--- config.mk ---
export PLATFORM = sky130hd
export DESIGN_NAME = trapezoidal_motion_profile
export DESIGN_NICKNAME = d
export VERILOG_FILES = /design/src/hdl/tmp_pkg.sv /design/src/hdl/trapezoidal_motion_profile.sv
export SDC_FILE = /design/constraint.sdc
export NUM_CORES = 2
export LEC_CHECK = 0
export BUFFER_PORTS_ARGS = -buffer_cell sky130_fd_sc_hd__buf_4
export CORE_ASPECT_RATIO = 0.6
export CORE_MARGIN = 5
export CORE_UTILIZATION = 35
export DETAILED_ROUTE_END_ITERATION = 6
export PLACE_DENSITY = 0.55
export SYNTH_ARGS = -nofsm -noshare
export SYNTH_HDL_FRONTEND = slang
export SYNTH_SLANG_ARGS = --single-unit
--- constraint.sdc ---
create_clock -name clk -period 12.5 [get_ports clk]
set_input_delay 1.25 -clock clk [delete_from_list [all_inputs] [get_ports clk]]
set_output_delay 1.25 -clock clk [all_outputs]
set_load 0.05 [all_outputs]
--- src/hdl/tmp_pkg.sv ---
`timescale 1ns / 1ps
package tmp_pkg;

	typedef enum logic [3:0] {
		ST_IDLE,
		ST_PREP,
		ST_MUL_SQ,
		ST_DIV_BRK,
		ST_MUL_DLT,
		ST_VEL,
		ST_MUL_CAP,
		ST_SQRT,
		ST_CAP,
		ST_DIV_ACC,
		ST_MUL_POS,
		ST_POS,
		ST_DONE
	} state_t;

	typedef enum logic [1:0] {
		FN_TICK   = 2'd0,
		FN_TARGET = 2'd1,
		FN_SYNC   = 2'd2,
		FN_NONE   = 2'd3
	} func_t;

	typedef enum logic {
		REG_SPEED = 1'b0,
		REG_ACCEL = 1'b1
	} cfg_reg_t;

	localparam logic [6:0] MUL_LAST  = 7'd32;   // 33 multiplier bits
	localparam logic [6:0] DIV_LAST  = 7'd63;   // 64 quotient bits
	localparam logic [6:0] SQRT_LAST = 7'd31;   // 32 root bits

	localparam logic [30:0] MIN_LIMIT   = 31'd167772;
	localparam logic [30:0] SPEED_RESET = 31'd16777216;
	localparam logic [30:0] ACCEL_RESET = 31'd167772160;
	localparam logic [24:0] ONE_Q24     = 25'd16777216;

	localparam logic [32:0] EPS_STOP  = 33'd17;
	localparam logic [63:0] EPS_BRAKE = 64'd1678;
	localparam logic [34:0] EPS_SNAP  = 35'd168;

endpackage

--- src/hdl/trapezoidal_motion_profile.sv ---
`timescale 1ns / 1ps
// Trapezoidal motion reference generator in signed Q8.24. One request on the
// input stream gives one result on the output stream. A tick request (tuser 0)
// runs, from accept to result, one bit-serial shift-add multiplier pass for
// each of four products, two restoring divider passes (braking distance and
// acceleration) and a bit-pair square root, all run one after another by the
// sequencer. Set-target, re-synchronize and unused requests go from idle to
// the done state, which registers the result once the output register is free.
// The next request is taken as soon as the sequencer is back in idle, even
// while the previous result still waits on the output register. Limit registers
// are written through the cfg port; the user is to write them only between
// requests, as the block does not enforce this. Values below 167772 are
// raised to 167772.
module trapezoidal_motion_profile (
	input  logic        clk,
	input  logic        arst_n,
	input  logic        s_axis_tvalid,
	output logic        s_axis_tready,
	input  logic [95:0] s_axis_tdata,  // measured_position, new_target, step_time, zero pad
	input  logic [1:0]  s_axis_tuser,  // func
	output logic        m_axis_tvalid,
	input  logic        m_axis_tready,
	output logic [95:0] m_axis_tdata,  // ref_position, ref_velocity, ref_accel
	input  logic        cfg_valid,
	output logic        cfg_ready,
	input  logic [0:0]  cfg_index,
	input  logic [30:0] cfg_data
);

	tmp_pkg::state_t state_q, state_d;

	logic [30:0] speed_q, accel_q;
	logic signed [31:0] held_q, prev_q, outp_q, outv_q, outa_q;
	logic synced_q;

	logic signed [31:0] p_q;
	logic [24:0] dt_q;
	logic signed [33:0] d_q;
	logic [32:0] absd_q;
	logic [63:0] mc_q, prod_q;
	logic [32:0] mp_q;
	logic [63:0] num_q;
	logic [33:0] rem_q;
	logic [32:0] den_q;
	logic [63:0] brake_q;
	logic [31:0] delta_q;
	logic signed [34:0] v_q;
	logic [63:0] x_q, r_q, bit_q;
	logic signed [31:0] acc_q;
	logic diffneg_q;
	logic [30:0] pmag_q;
	logic [6:0] cnt_q;
	logic m_tvalid_q;
	logic [95:0] m_tdata_q;

	logic accept, out_ready;
	logic signed [31:0] in_pos, in_tgt;
	logic [24:0] in_dt, dt_sat;
	tmp_pkg::func_t in_func;
	logic [63:0] prod_step;
	logic [33:0] rem_sh, rem_nx;
	logic div_ge;
	logic [63:0] quo_nx;
	logic [63:0] sq_t;
	logic sq_ge;
	logic signed [31:0] abs_prev;
	logic signed [33:0] d_nx;
	logic signed [34:0] vp, sdelta, v_mix, v_lim, v_cap, v_fin, diff;
	logic [34:0] vabs, vcap_abs, adiff;
	logic d_neg;
	logic signed [31:0] acc_val;
	logic signed [34:0] pos, pos_err, held_x;
	logic [34:0] abs_err;
	logic snap;
	logic signed [31:0] pos_sat;

	// Split the request and the handshakes
	assign s_axis_tready = (state_q == tmp_pkg::ST_IDLE);
	assign accept        = s_axis_tvalid && s_axis_tready;
	assign in_pos        = s_axis_tdata[31:0];
	assign in_tgt        = s_axis_tdata[63:32];
	assign in_dt         = s_axis_tdata[88:64];
	assign in_func       = tmp_pkg::func_t'(s_axis_tuser);
	assign dt_sat        = (in_dt > tmp_pkg::ONE_Q24) ? tmp_pkg::ONE_Q24 : in_dt;
	assign out_ready     = !m_tvalid_q || m_axis_tready;
	assign cfg_ready     = 1'b1;
	assign m_axis_tvalid = m_tvalid_q;
	assign m_axis_tdata  = m_tdata_q;

	// Serial step of the shift-add multiplier, divider and square root
	assign prod_step = prod_q + (mp_q[0] ? mc_q : 64'd0);
	assign rem_sh    = {rem_q[32:0], num_q[63]};
	assign div_ge    = (rem_sh >= {1'b0, den_q});
	assign rem_nx    = div_ge ? (rem_sh - {1'b0, den_q}) : rem_sh;
	assign quo_nx    = {num_q[62:0], div_ge};
	assign sq_t      = r_q + bit_q;
	assign sq_ge     = (x_q >= sq_t);

	// Distance to target and magnitude of the previous velocity
	assign abs_prev = (prev_q < 0) ? -prev_q : prev_q;
	assign d_nx     = {{2{held_q[31]}}, held_q} - {{2{p_q[31]}}, p_q};
	assign d_neg    = d_q[33];

	// Stop near the target, accelerate, brake or reverse, then clamp to the speed limit
	always_comb begin
		vp     = {{3{prev_q[31]}}, prev_q};
		sdelta = d_neg ? -$signed({3'b0, delta_q}) : $signed({3'b0, delta_q});
		if (absd_q <= tmp_pkg::EPS_STOP) begin
			v_mix = '0;
		end else if ((prev_q < 0 && !d_neg) || (prev_q > 0 && d_neg)) begin
			v_mix = vp + sdelta;
		end else if ({31'b0, absd_q} > brake_q + tmp_pkg::EPS_BRAKE) begin
			v_mix = vp + sdelta;
		end else begin
			v_mix = vp - sdelta;
		end
		v_lim = v_mix;
		if (v_mix > $signed({4'b0, speed_q})) v_lim = $signed({4'b0, speed_q});
		if (v_mix < -$signed({4'b0, speed_q})) v_lim = -$signed({4'b0, speed_q});
	end

	// Cap at the stopping speed, zero tiny speeds, form the velocity change
	always_comb begin
		vabs = (v_q < 0) ? 35'(-v_q) : 35'(v_q);
		if ({29'b0, vabs} > r_q) begin
			v_cap = d_neg ? -$signed({3'b0, r_q[31:0]}) : $signed({3'b0, r_q[31:0]});
		end else begin
			v_cap = v_q;
		end
		v_fin = (v_cap > -35'sd17 && v_cap < 35'sd17) ? 35'sd0 : v_cap;
		vcap_abs = (v_fin < 0) ? 35'(-v_fin) : 35'(v_fin);
		diff  = v_fin - {{3{prev_q[31]}}, prev_q};
		adiff = (diff < 0) ? 35'(-diff) : 35'(diff);
	end

	// Saturate the acceleration quotient, zero when the step time is zero
	always_comb begin
		if (dt_q == 25'd0) begin
			acc_val = '0;
		end else if (diffneg_q) begin
			acc_val = (quo_nx > 64'h80000000) ? 32'sh80000000 : -$signed(quo_nx[31:0]);
		end else begin
			acc_val = (quo_nx > 64'h7fffffff) ? 32'sh7fffffff : $signed(quo_nx[31:0]);
		end
	end

	// Advance the position, snap on arrival or overshoot, saturate
	always_comb begin
		held_x  = {{3{held_q[31]}}, held_q};
		pos     = (v_q < 0) ? ({{3{p_q[31]}}, p_q} - $signed({4'b0, pmag_q}))
		                    : ({{3{p_q[31]}}, p_q} + $signed({4'b0, pmag_q}));
		pos_err = held_x - pos;
		abs_err = (pos_err < 0) ? 35'(-pos_err) : 35'(pos_err);
		snap    = (abs_err <= tmp_pkg::EPS_SNAP) ||
		          (d_q > 0 && pos >= held_x) || (d_q < 0 && pos <= held_x);
		if (pos > 35'sh7fffffff) begin
			pos_sat = 32'sh7fffffff;
		end else if (pos < -35'sh80000000) begin
			pos_sat = 32'sh80000000;
		end else begin
			pos_sat = pos[31:0];
		end
	end

	// Hold the sequencer state
	always_ff @(posedge clk or negedge arst_n) begin
		if (!arst_n) state_q <= tmp_pkg::ST_IDLE;
		else         state_q <= state_d;
	end

	// Advance through the tick passes; other requests go straight to done
	always_comb begin
		state_d = state_q;
		unique case (state_q)
			tmp_pkg::ST_IDLE: begin
				if (accept) state_d = (in_func == tmp_pkg::FN_TICK) ? tmp_pkg::ST_PREP
				                                                    : tmp_pkg::ST_DONE;
			end
			tmp_pkg::ST_PREP:    state_d = tmp_pkg::ST_MUL_SQ;
			tmp_pkg::ST_MUL_SQ:  if (cnt_q == tmp_pkg::MUL_LAST) state_d = tmp_pkg::ST_DIV_BRK;
			tmp_pkg::ST_DIV_BRK: if (cnt_q == tmp_pkg::DIV_LAST) state_d = tmp_pkg::ST_MUL_DLT;
			tmp_pkg::ST_MUL_DLT: if (cnt_q == tmp_pkg::MUL_LAST) state_d = tmp_pkg::ST_VEL;
			tmp_pkg::ST_VEL:     state_d = tmp_pkg::ST_MUL_CAP;
			tmp_pkg::ST_MUL_CAP: if (cnt_q == tmp_pkg::MUL_LAST) state_d = tmp_pkg::ST_SQRT;
			tmp_pkg::ST_SQRT:    if (cnt_q == tmp_pkg::SQRT_LAST) state_d = tmp_pkg::ST_CAP;
			tmp_pkg::ST_CAP:     state_d = tmp_pkg::ST_DIV_ACC;
			tmp_pkg::ST_DIV_ACC: if (cnt_q == tmp_pkg::DIV_LAST) state_d = tmp_pkg::ST_MUL_POS;
			tmp_pkg::ST_MUL_POS: if (cnt_q == tmp_pkg::MUL_LAST) state_d = tmp_pkg::ST_POS;
			tmp_pkg::ST_POS:     state_d = tmp_pkg::ST_DONE;
			tmp_pkg::ST_DONE:    if (out_ready) state_d = tmp_pkg::ST_IDLE;
			default:             state_d = tmp_pkg::ST_IDLE;
		endcase
	end

	// Hold the limits, the motion state and the output valid
	always_ff @(posedge clk or negedge arst_n) begin
		if (!arst_n) begin
			speed_q    <= tmp_pkg::SPEED_RESET;
			accel_q    <= tmp_pkg::ACCEL_RESET;
			held_q     <= '0;
			prev_q     <= '0;
			synced_q   <= 1'b0;
			outp_q     <= '0;
			outv_q     <= '0;
			outa_q     <= '0;
			m_tvalid_q <= 1'b0;
		end else begin
			if (cfg_valid && cfg_ready) begin
				unique case (tmp_pkg::cfg_reg_t'(cfg_index))
					tmp_pkg::REG_SPEED: speed_q <= (cfg_data < tmp_pkg::MIN_LIMIT) ?
					                               tmp_pkg::MIN_LIMIT : cfg_data;
					tmp_pkg::REG_ACCEL: accel_q <= (cfg_data < tmp_pkg::MIN_LIMIT) ?
					                               tmp_pkg::MIN_LIMIT : cfg_data;
					default: ;
				endcase
			end
			if (accept) begin
				if (in_func == tmp_pkg::FN_TARGET) begin
					held_q <= in_tgt;
				end else if (in_func == tmp_pkg::FN_SYNC ||
				             (in_func == tmp_pkg::FN_TICK && !synced_q)) begin
					held_q   <= in_pos;
					prev_q   <= '0;
					synced_q <= 1'b1;
					outp_q   <= in_pos;
					outv_q   <= '0;
					outa_q   <= '0;
				end
			end
			if (state_q == tmp_pkg::ST_POS) begin
				if (snap) begin
					outp_q <= held_q;
					outv_q <= '0;
					outa_q <= '0;
					prev_q <= '0;
				end else begin
					outp_q <= pos_sat;
					outv_q <= v_q[31:0];
					outa_q <= acc_q;
					prev_q <= v_q[31:0];
				end
			end
			if (state_q == tmp_pkg::ST_DONE && out_ready) m_tvalid_q <= 1'b1;
			else if (m_axis_tready)                        m_tvalid_q <= 1'b0;
		end
	end

	// Run the serial datapath
	always_ff @(posedge clk) begin
		if (accept) begin
			p_q  <= in_pos;
			dt_q <= dt_sat;
		end
		case (state_q)
			tmp_pkg::ST_PREP: begin
				cnt_q  <= '0;
				d_q    <= d_nx;
				absd_q <= d_nx[33] ? 33'(-d_nx) : 33'(d_nx);
				mc_q   <= {32'b0, abs_prev};
				mp_q   <= {1'b0, abs_prev};
				prod_q <= '0;
			end
			tmp_pkg::ST_MUL_SQ, tmp_pkg::ST_MUL_DLT, tmp_pkg::ST_MUL_CAP,
			tmp_pkg::ST_MUL_POS: begin
				prod_q <= prod_step;
				mc_q   <= {mc_q[62:0], 1'b0};
				mp_q   <= {1'b0, mp_q[32:1]};
				if (cnt_q == tmp_pkg::MUL_LAST) begin
					cnt_q <= '0;
					if (state_q == tmp_pkg::ST_MUL_SQ) begin
						num_q <= prod_step;
						rem_q <= '0;
						den_q <= {1'b0, accel_q, 1'b0};
					end
					if (state_q == tmp_pkg::ST_MUL_DLT) delta_q <= prod_step[55:24];
					if (state_q == tmp_pkg::ST_MUL_CAP) begin
						x_q   <= prod_step;
						r_q   <= '0;
						bit_q <= 64'h4000000000000000;
					end
					if (state_q == tmp_pkg::ST_MUL_POS) pmag_q <= prod_step[54:24];
				end else begin
					cnt_q <= cnt_q + 7'd1;
				end
			end
			tmp_pkg::ST_DIV_BRK, tmp_pkg::ST_DIV_ACC: begin
				rem_q <= rem_nx;
				num_q <= quo_nx;
				if (cnt_q == tmp_pkg::DIV_LAST) begin
					cnt_q  <= '0;
					mp_q   <= {8'b0, dt_q};
					prod_q <= '0;
					if (state_q == tmp_pkg::ST_DIV_BRK) begin
						brake_q <= quo_nx;
						mc_q    <= {33'b0, accel_q};
					end else begin
						acc_q <= acc_val;
						mc_q  <= {33'b0, vabs[30:0]};
					end
				end else begin
					cnt_q <= cnt_q + 7'd1;
				end
			end
			tmp_pkg::ST_VEL: begin
				cnt_q  <= '0;
				v_q    <= v_lim;
				mc_q   <= {32'b0, accel_q, 1'b0};
				mp_q   <= absd_q;
				prod_q <= '0;
			end
			tmp_pkg::ST_SQRT: begin
				if (sq_ge) begin
					x_q <= x_q - sq_t;
					r_q <= {1'b0, r_q[63:1]} + bit_q;
				end else begin
					r_q <= {1'b0, r_q[63:1]};
				end
				bit_q <= {2'b0, bit_q[63:2]};
				cnt_q <= (cnt_q == tmp_pkg::SQRT_LAST) ? 7'd0 : cnt_q + 7'd1;
			end
			tmp_pkg::ST_CAP: begin
				cnt_q     <= '0;
				v_q       <= v_fin;
				diffneg_q <= diff[34];
				num_q     <= {7'b0, adiff[32:0], 24'b0};
				rem_q     <= '0;
				den_q     <= {8'b0, dt_q};
				mc_q      <= {29'b0, vcap_abs};
			end
			tmp_pkg::ST_DONE: begin
				cnt_q <= '0;
				if (out_ready) m_tdata_q <= {outa_q, outv_q, outp_q};
			end
			default: cnt_q <= '0;
		endcase
	end

endmodule

# After elaboration in Yosys (flattened, before gate mapping)
# Index checks and enable logic that the tools add are counted.
# word_totals
register_bits	1100
inputBits	135
out_inout_bits	99
# op_classes
n_eq_ne	32
reduce_logical	51
bitwise	3
addsub	24
mux	82
n_lt_le_gt_ge	26
# op_table
cell	n
$mux 64	13
$mux 32	19
$mux 35	13
$pmux 64 s2	3
$pmux 64 s3	2
$pmux 64 s5	1
$mux 33	8
$lt 35x1->1 const B	4
$pmux 33 s4	1
$add 64x64->64	2
$neg 35->35	3
$pmux 33 s3	1
$neg 32->35	2
$pmux 35 s2	1
$sub 32x35->35	2
$neg 33->33	2
$pmux 33 s2	1
$sub 32x32->33	2
$add 63x64->64	1
$add 64x11->64 const B	1
$ge 64x64->1	1
$gt 33x64->1	1
$gt 35x64->1	1
$gt 64x31->1 const B	1
other kinds (59)	132

# Longest topological paths before layout
# logic_depth
word_depth	11
mapped_depth	49

# Worst setup path before layout
# Ideal clock, no wire load.
# synth_path
kind	register to register
start	reg r_q[0]
end	reg x_q[0] (enable)
setup_ns	0.583
arrival_ns	10.245
period_less_slack_ns	10.828
path_stages_with_launch	32
path_slack_ns	1.672
cell_sequence	edfxtp_1 -> ha_1 -> ha_1 -> a21oi_1 -> o21bai_1 -> a31o_2 -> a31o_2 -> a31o_2 -> a31oi_1 -> o211a_1 -> nor4_1 -> o21ai_0 -> nand2_1 -> a31oi_1 -> nor2_1 -> o21ai_0 -> xor2_1 -> ha_1 -> nand3_1 -> or3_1 -> a21oi_1 -> or3_1 -> and3_1 -> a21oi_1 -> a31oi_1 -> o31a_1 -> o41ai_1 -> a21o_1 -> a31oi_1 -> nor2_1 -> clkbuf_1 -> a21boi_0
# synth_between
elab_chain_cells	4
# synth_rtl
item	line	text
from (decl)	trapezoidal_motion_profile.sv:48	logic [63:0] x_q, r_q, bit_q;
from (signal assigned)	trapezoidal_motion_profile.sv:314	r_q <= {1'b0, r_q[63:1]} + bit_q;
from (signal assigned)	trapezoidal_motion_profile.sv:316	r_q <= {1'b0, r_q[63:1]};
$add 64x64->64	trapezoidal_motion_profile.sv:96	assign sq_t = r_q + bit_q;
$ge 64x64->1	trapezoidal_motion_profile.sv:97	assign sq_ge = (x_q >= sq_t);
$ne 2x2->1 (no line)	n/a	
$reduce_and 4->1 (no line)	n/a	
to (signal assigned)	trapezoidal_motion_profile.sv:277	x_q <= prod_step;
to (signal assigned)	trapezoidal_motion_profile.sv:313	x_q <= x_q - sq_t;
to (decl)	trapezoidal_motion_profile.sv:48	
# No other way between the ends.
# A chain may end at the register's enable or synchronous reset.

# Worst setup path after layout
# layout_path
start	reg v_q[0]
end	reg num_q[52], data pin
# layout_between
elab_chain_cells	11
# layout_rtl
item	line	text
from (decl)	trapezoidal_motion_profile.sv:47	logic signed [34:0] v_q;
from (signal assigned)	trapezoidal_motion_profile.sv:306	v_q <= v_lim;
from (signal assigned)	trapezoidal_motion_profile.sv:323	v_q <= v_fin;
$neg 35->35 / $lt 35x1->1 (equally long branches)	trapezoidal_motion_profile.sv:124	vabs = (v_q < 0) ? 35'(-v_q) : 35'(v_q);
$mux 35	trapezoidal_motion_profile.sv:124	
$gt 35x64->1	trapezoidal_motion_profile.sv:125	if ({29'b0, vabs} > r_q) begin
$mux 35 *	trapezoidal_motion_profile.sv:125	
$gt 35x6->1 / $lt 35x6->1 (equally long branches)	trapezoidal_motion_profile.sv:130	v_fin = (v_cap > -35'sd17 && v_cap < 35'sd17) ? 35'sd0 : v_cap;
$logic_and 1x1->1	trapezoidal_motion_profile.sv:130	
$mux 35 *	trapezoidal_motion_profile.sv:130	
$sub 35x35->35 *	trapezoidal_motion_profile.sv:132	diff = v_fin - {{3{prev_q[31]}}, prev_q};
$neg 33->33 / $lt 35x1->1 (equally long branches)	trapezoidal_motion_profile.sv:133	adiff = (diff < 0) ? 35'(-diff) : 35'(diff);
$mux 33 *	trapezoidal_motion_profile.sv:133	
$pmux 64 s3 *	trapezoidal_motion_profile.sv:254	case (state_q)
to (signal assigned)	trapezoidal_motion_profile.sv:271	num_q <= prod_step;
to (signal assigned)	trapezoidal_motion_profile.sv:288	num_q <= quo_nx;
to (signal assigned)	trapezoidal_motion_profile.sv:325	num_q <= {7'b0, adiff[32:0], 24'b0};
to (decl)	trapezoidal_motion_profile.sv:42	logic [63:0] num_q;
# Every way passes the cells marked *; elsewhere a longest branch is shown, timed or not.

==> results.json <==
{
  "grt_antenna_before_repair": 31,
  "p_int_w": 0.00770,
  "cts_sinks": 1066,
  "drv_slew": 0,
  "finalSetupViolCount": 0,
  "clockRootBuffer": "clkbuf_16",
  "final_common_cell": "edfxtp_1",
  "p_per_area_nw_per_um2": 136,
  "max_slew_margin": 0.0184,
  "async_flop_share": 0.184,
  "initial_utilization": 0.353,
  "p_sw_frac": 0.358,
  "syn-cell-area_um2": 78600,
  "final_nets": 9447,
  "synth_cell_types": 111,
  "routed_wl_mm": 342,
  "drive_gt1_frac": 0.0865,
  "maxCapViolCount": 0,
  "seqPwrFrac": 0.395,
  "post_cts_buffers": 0,
  "ir_drop_mv": 0.151,
  "grt_pass1_wl_mm": 478,
  "final_cell_mix": "863 x edfxtp_1, 815 x nand2_1, 769 x nor2_1",
  "gp_congestion": 1.06,
  "worst_path_max_delay_cell": "o311ai_0",
  "hold_path_class": "primary input to async pin",
  "first_pass_iters": 7,
  "critPathArrivalTime_ns": 11.96,
  "core_region_area_um2": 223000,
  "cts_buffers": 109,
  "routedWlPerCell_um": 28.9,
  "ys_seq_area_frac": 0.394,
  "grt_max_degree": 77,
  "instances_no_fill": 11800,
  "grt_pass1_vias": 63500,
  "place_hpwl_mm": 273,
  "yosysWarnings": 0,
  "antenna_left": 0,
  "max_stage_delay_ns": 0.77,
  "rows": 134,
  "grtUsageTotal": 0.278,
  "setup_tns_ns": 0,
  "start_kind": "flip-flop",
  "leakagePower_nw": 34.4,
  "synthCells": 8612,
  "port_buffers": 225,
  "p_switching_w": 0.00430,
  "critPathCaptureType": "flip-flop",
  "clock_path_buffers": 3,
  "via_per_inst": 6.05,
  "synth_nets": 9327,
  "pin_count": 234,
  "status": "complete, but fails checks",
  "crit_type": "flip-flop to flip-flop",
  "die_w_um": 622,
  "overflow": 0,
  "power.share.clock": 0.299,
  "cts_tree": "built",
  "avgSynthCellArea_um2": 9.13,
  "holdWs_ns": 0.406,
  "crit_fanout": 44,
  "n_fill_cell": 22100,
  "die_height_um": 377,
  "violations": "DRC",
  "cpMostUsedCell": "nand2b_1",
  "htreeDepth": 3,
  "period_share": 0.918,
  "synthFlopType": "edfxtp_1",
  "hold_viol_final": 0,
  "post_cts_resize_count": 0,
  "cts_hold_buf": 0,
  "place_inst": 11600,
  "drcViolationCount": 12,
  "critical_path_required_ns": 12.98,
  "via_count": 71600,
  "rsz0062_at_grt": "no",
  "p_comb_frac": 0.306,
  "period_needed_ns": 11.48,
  "dieArea_um2": 234000,
  "drt_iter0_markers": 10300,
  "worst_pin_slew_ns": 1.47,
  "ys_ff_latch": 1066,
  "synth_edf_count": 863,
  "clk-insertion-delay-late_ns": 0.78,
  "max_clock_freq_mhz": 87.1,
  "clkTransAtPathRegs_ns": 0.08,
  "finClkSkew_ns": 0.0787,
  "area_delta_synth_final_pct": 12.1
}
==> Yosys cell counts (37+ instances only) <==
cell type | instances | area share
nor2_1 | 783 | 0.037
o21bai_1 | 60 | 0.0057
o211ai_1 | 55 | 0.0053
a221oi_1 | 47 | 0.0052
clkbuf_1 | 338 | 0.016
mux2_2 | 37 | 0.0053
a31oi_1 | 100 | 0.0080
a21oi_1 | 580 | 0.037
and2_1 | 193 | 0.015
nand4_1 | 131 | 0.010
or3_1 | 72 | 0.0057
o31ai_1 | 83 | 0.0079
xor2_1 | 225 | 0.025
nand3_1 | 153 | 0.0097
a222oi_1 | 53 | 0.0067
o21a_1 | 63 | 0.0060
a211oi_1 | 86 | 0.0082
nor4_1 | 119 | 0.0095
a22o_1 | 48 | 0.0053
o21ai_0 | 565 | 0.036
mux2i_1 | 104 | 0.013
xnor2_1 | 451 | 0.050
nor3_1 | 269 | 0.017
inv_1 | 418 | 0.020
ha_1 | 572 | 0.091
dfrtp_1 | 193 | 0.061
a21o_1 | 194 | 0.019
nand2_1 | 817 | 0.039
nand2b_1 | 111 | 0.0088
and3_1 | 65 | 0.0052
nor2b_1 | 98 | 0.0078
edfxtp_1 | 863 | 0.33
==> final timing paths <==
check / start / endpoint / slack (ns) / depth (start not counted)
worst max register to register: v_q[0] / num_q[52] / 1.02 / 37
min in group clk: outp_q[27] / m_axis_tdata[27] / 0.45 / 0
worst min register to register: outp_q[27] / m_axis_tdata[27] / 0.45 / 0
worst min-delay path: arst_n / speed_q[27] / 0.41 / 1
max in group asynchronous: arst_n / outa_q[0] / 10.82 / 2
worst max-delay path: v_q[0] / num_q[52] / 1.02 / 37
==> cell type report <==
| cell class | count | area [µm²] | share of cell area |
|---|---|---|---|
| Antenna cell | 8 | 20.0 | 0.000227 |
| Clock buffer | 133 | 3020 | 0.0342 |
| Clock inverter | 67 | 778 | 0.00884 |
| Inverter | 423 | 1590 | 0.0181 |
| Multi-Input combinational cell | 6744 | 45000 | 0.511 |
| Sequential cell | 1066 | 31000 | 0.352 |
| Tap cell | 2992 | 3740 | 0.0425 |
| Timing Repair Buffer | 388 | 2960 | 0.0336 |
==> power by group through the flow <==
stage | logic (W) | clock network (W) | registers (W)
after floorplan | 0.00275 | 0 | 0.00455
after global placement | 0.00351 | 0 | 0.00478
after detailed placement | 0.00359 | 0 | 0.00478
after CTS | 0.00361 | 0.00364 | 0.00472
after global routing | 0.00405 | 0.00378 | 0.00476
final | 0.00367 | 0.00359 | 0.00474
==> cells by family after synthesis <==
group,after synthesis,share of synthesized area
other cells,1,0.0000477
flops,1066,0.394
simple gates,2989,0.185
compound gates,2356,0.196
mux,141,0.0185
fa+ha+maj,581,0.0932
xor+xnor,676,0.0753
buf+inv,802,0.0386
==> critical path: cells and delay by family (launching register included) <==
family / cells / cell delay [ns]
AOI/OAI and AO/OA: 7 / 2.84
xor gates and xnor gates: 2 / 0.44
adders and majority gates: 3 / 1.13
buffers and inverters: 4 / 1.27
DFF: 1 / 0.66
and+or+nand+nor: 21 / 4.84
==> layer usage <==
metal,part of all wire,global-route usage
met1,0.49,0.449
met3,0.14,0.100
met2,0.35,0.340
met4,0.021,0.0559
met5,0.00021,0
==> metrics by stage <==
stage | total power (W) | worst slack, ns | cell area [µm²] | util
after CTS | 0.0120 | 1.41 | 88100 | 0.395
after global routing | 0.0126 | 0.591 | 88100 | 0.395
after floorplan | 0.00729 | 1.67 | 78600 | -
final | 0.0120 | 1.02 | 88100 | 0.395
after detailed placement | 0.00837 | 1.43 | 84300 | 0.378
after global placement | 0.00829 | 1.43 | 84300 | 0.378
==> sequential cells by signal, indices dropped and copies added, names as in the netlist, 33 cells and up <==
signal and cells:
absd_q 33, brake_q 64, m_axis_tdata 96, mc_q 64, mp_q 33, num_q 64, prod_q 64, r_q 64
rem_q 33, v_q 35, x_q 64
(Power assumes the default switching activity.)
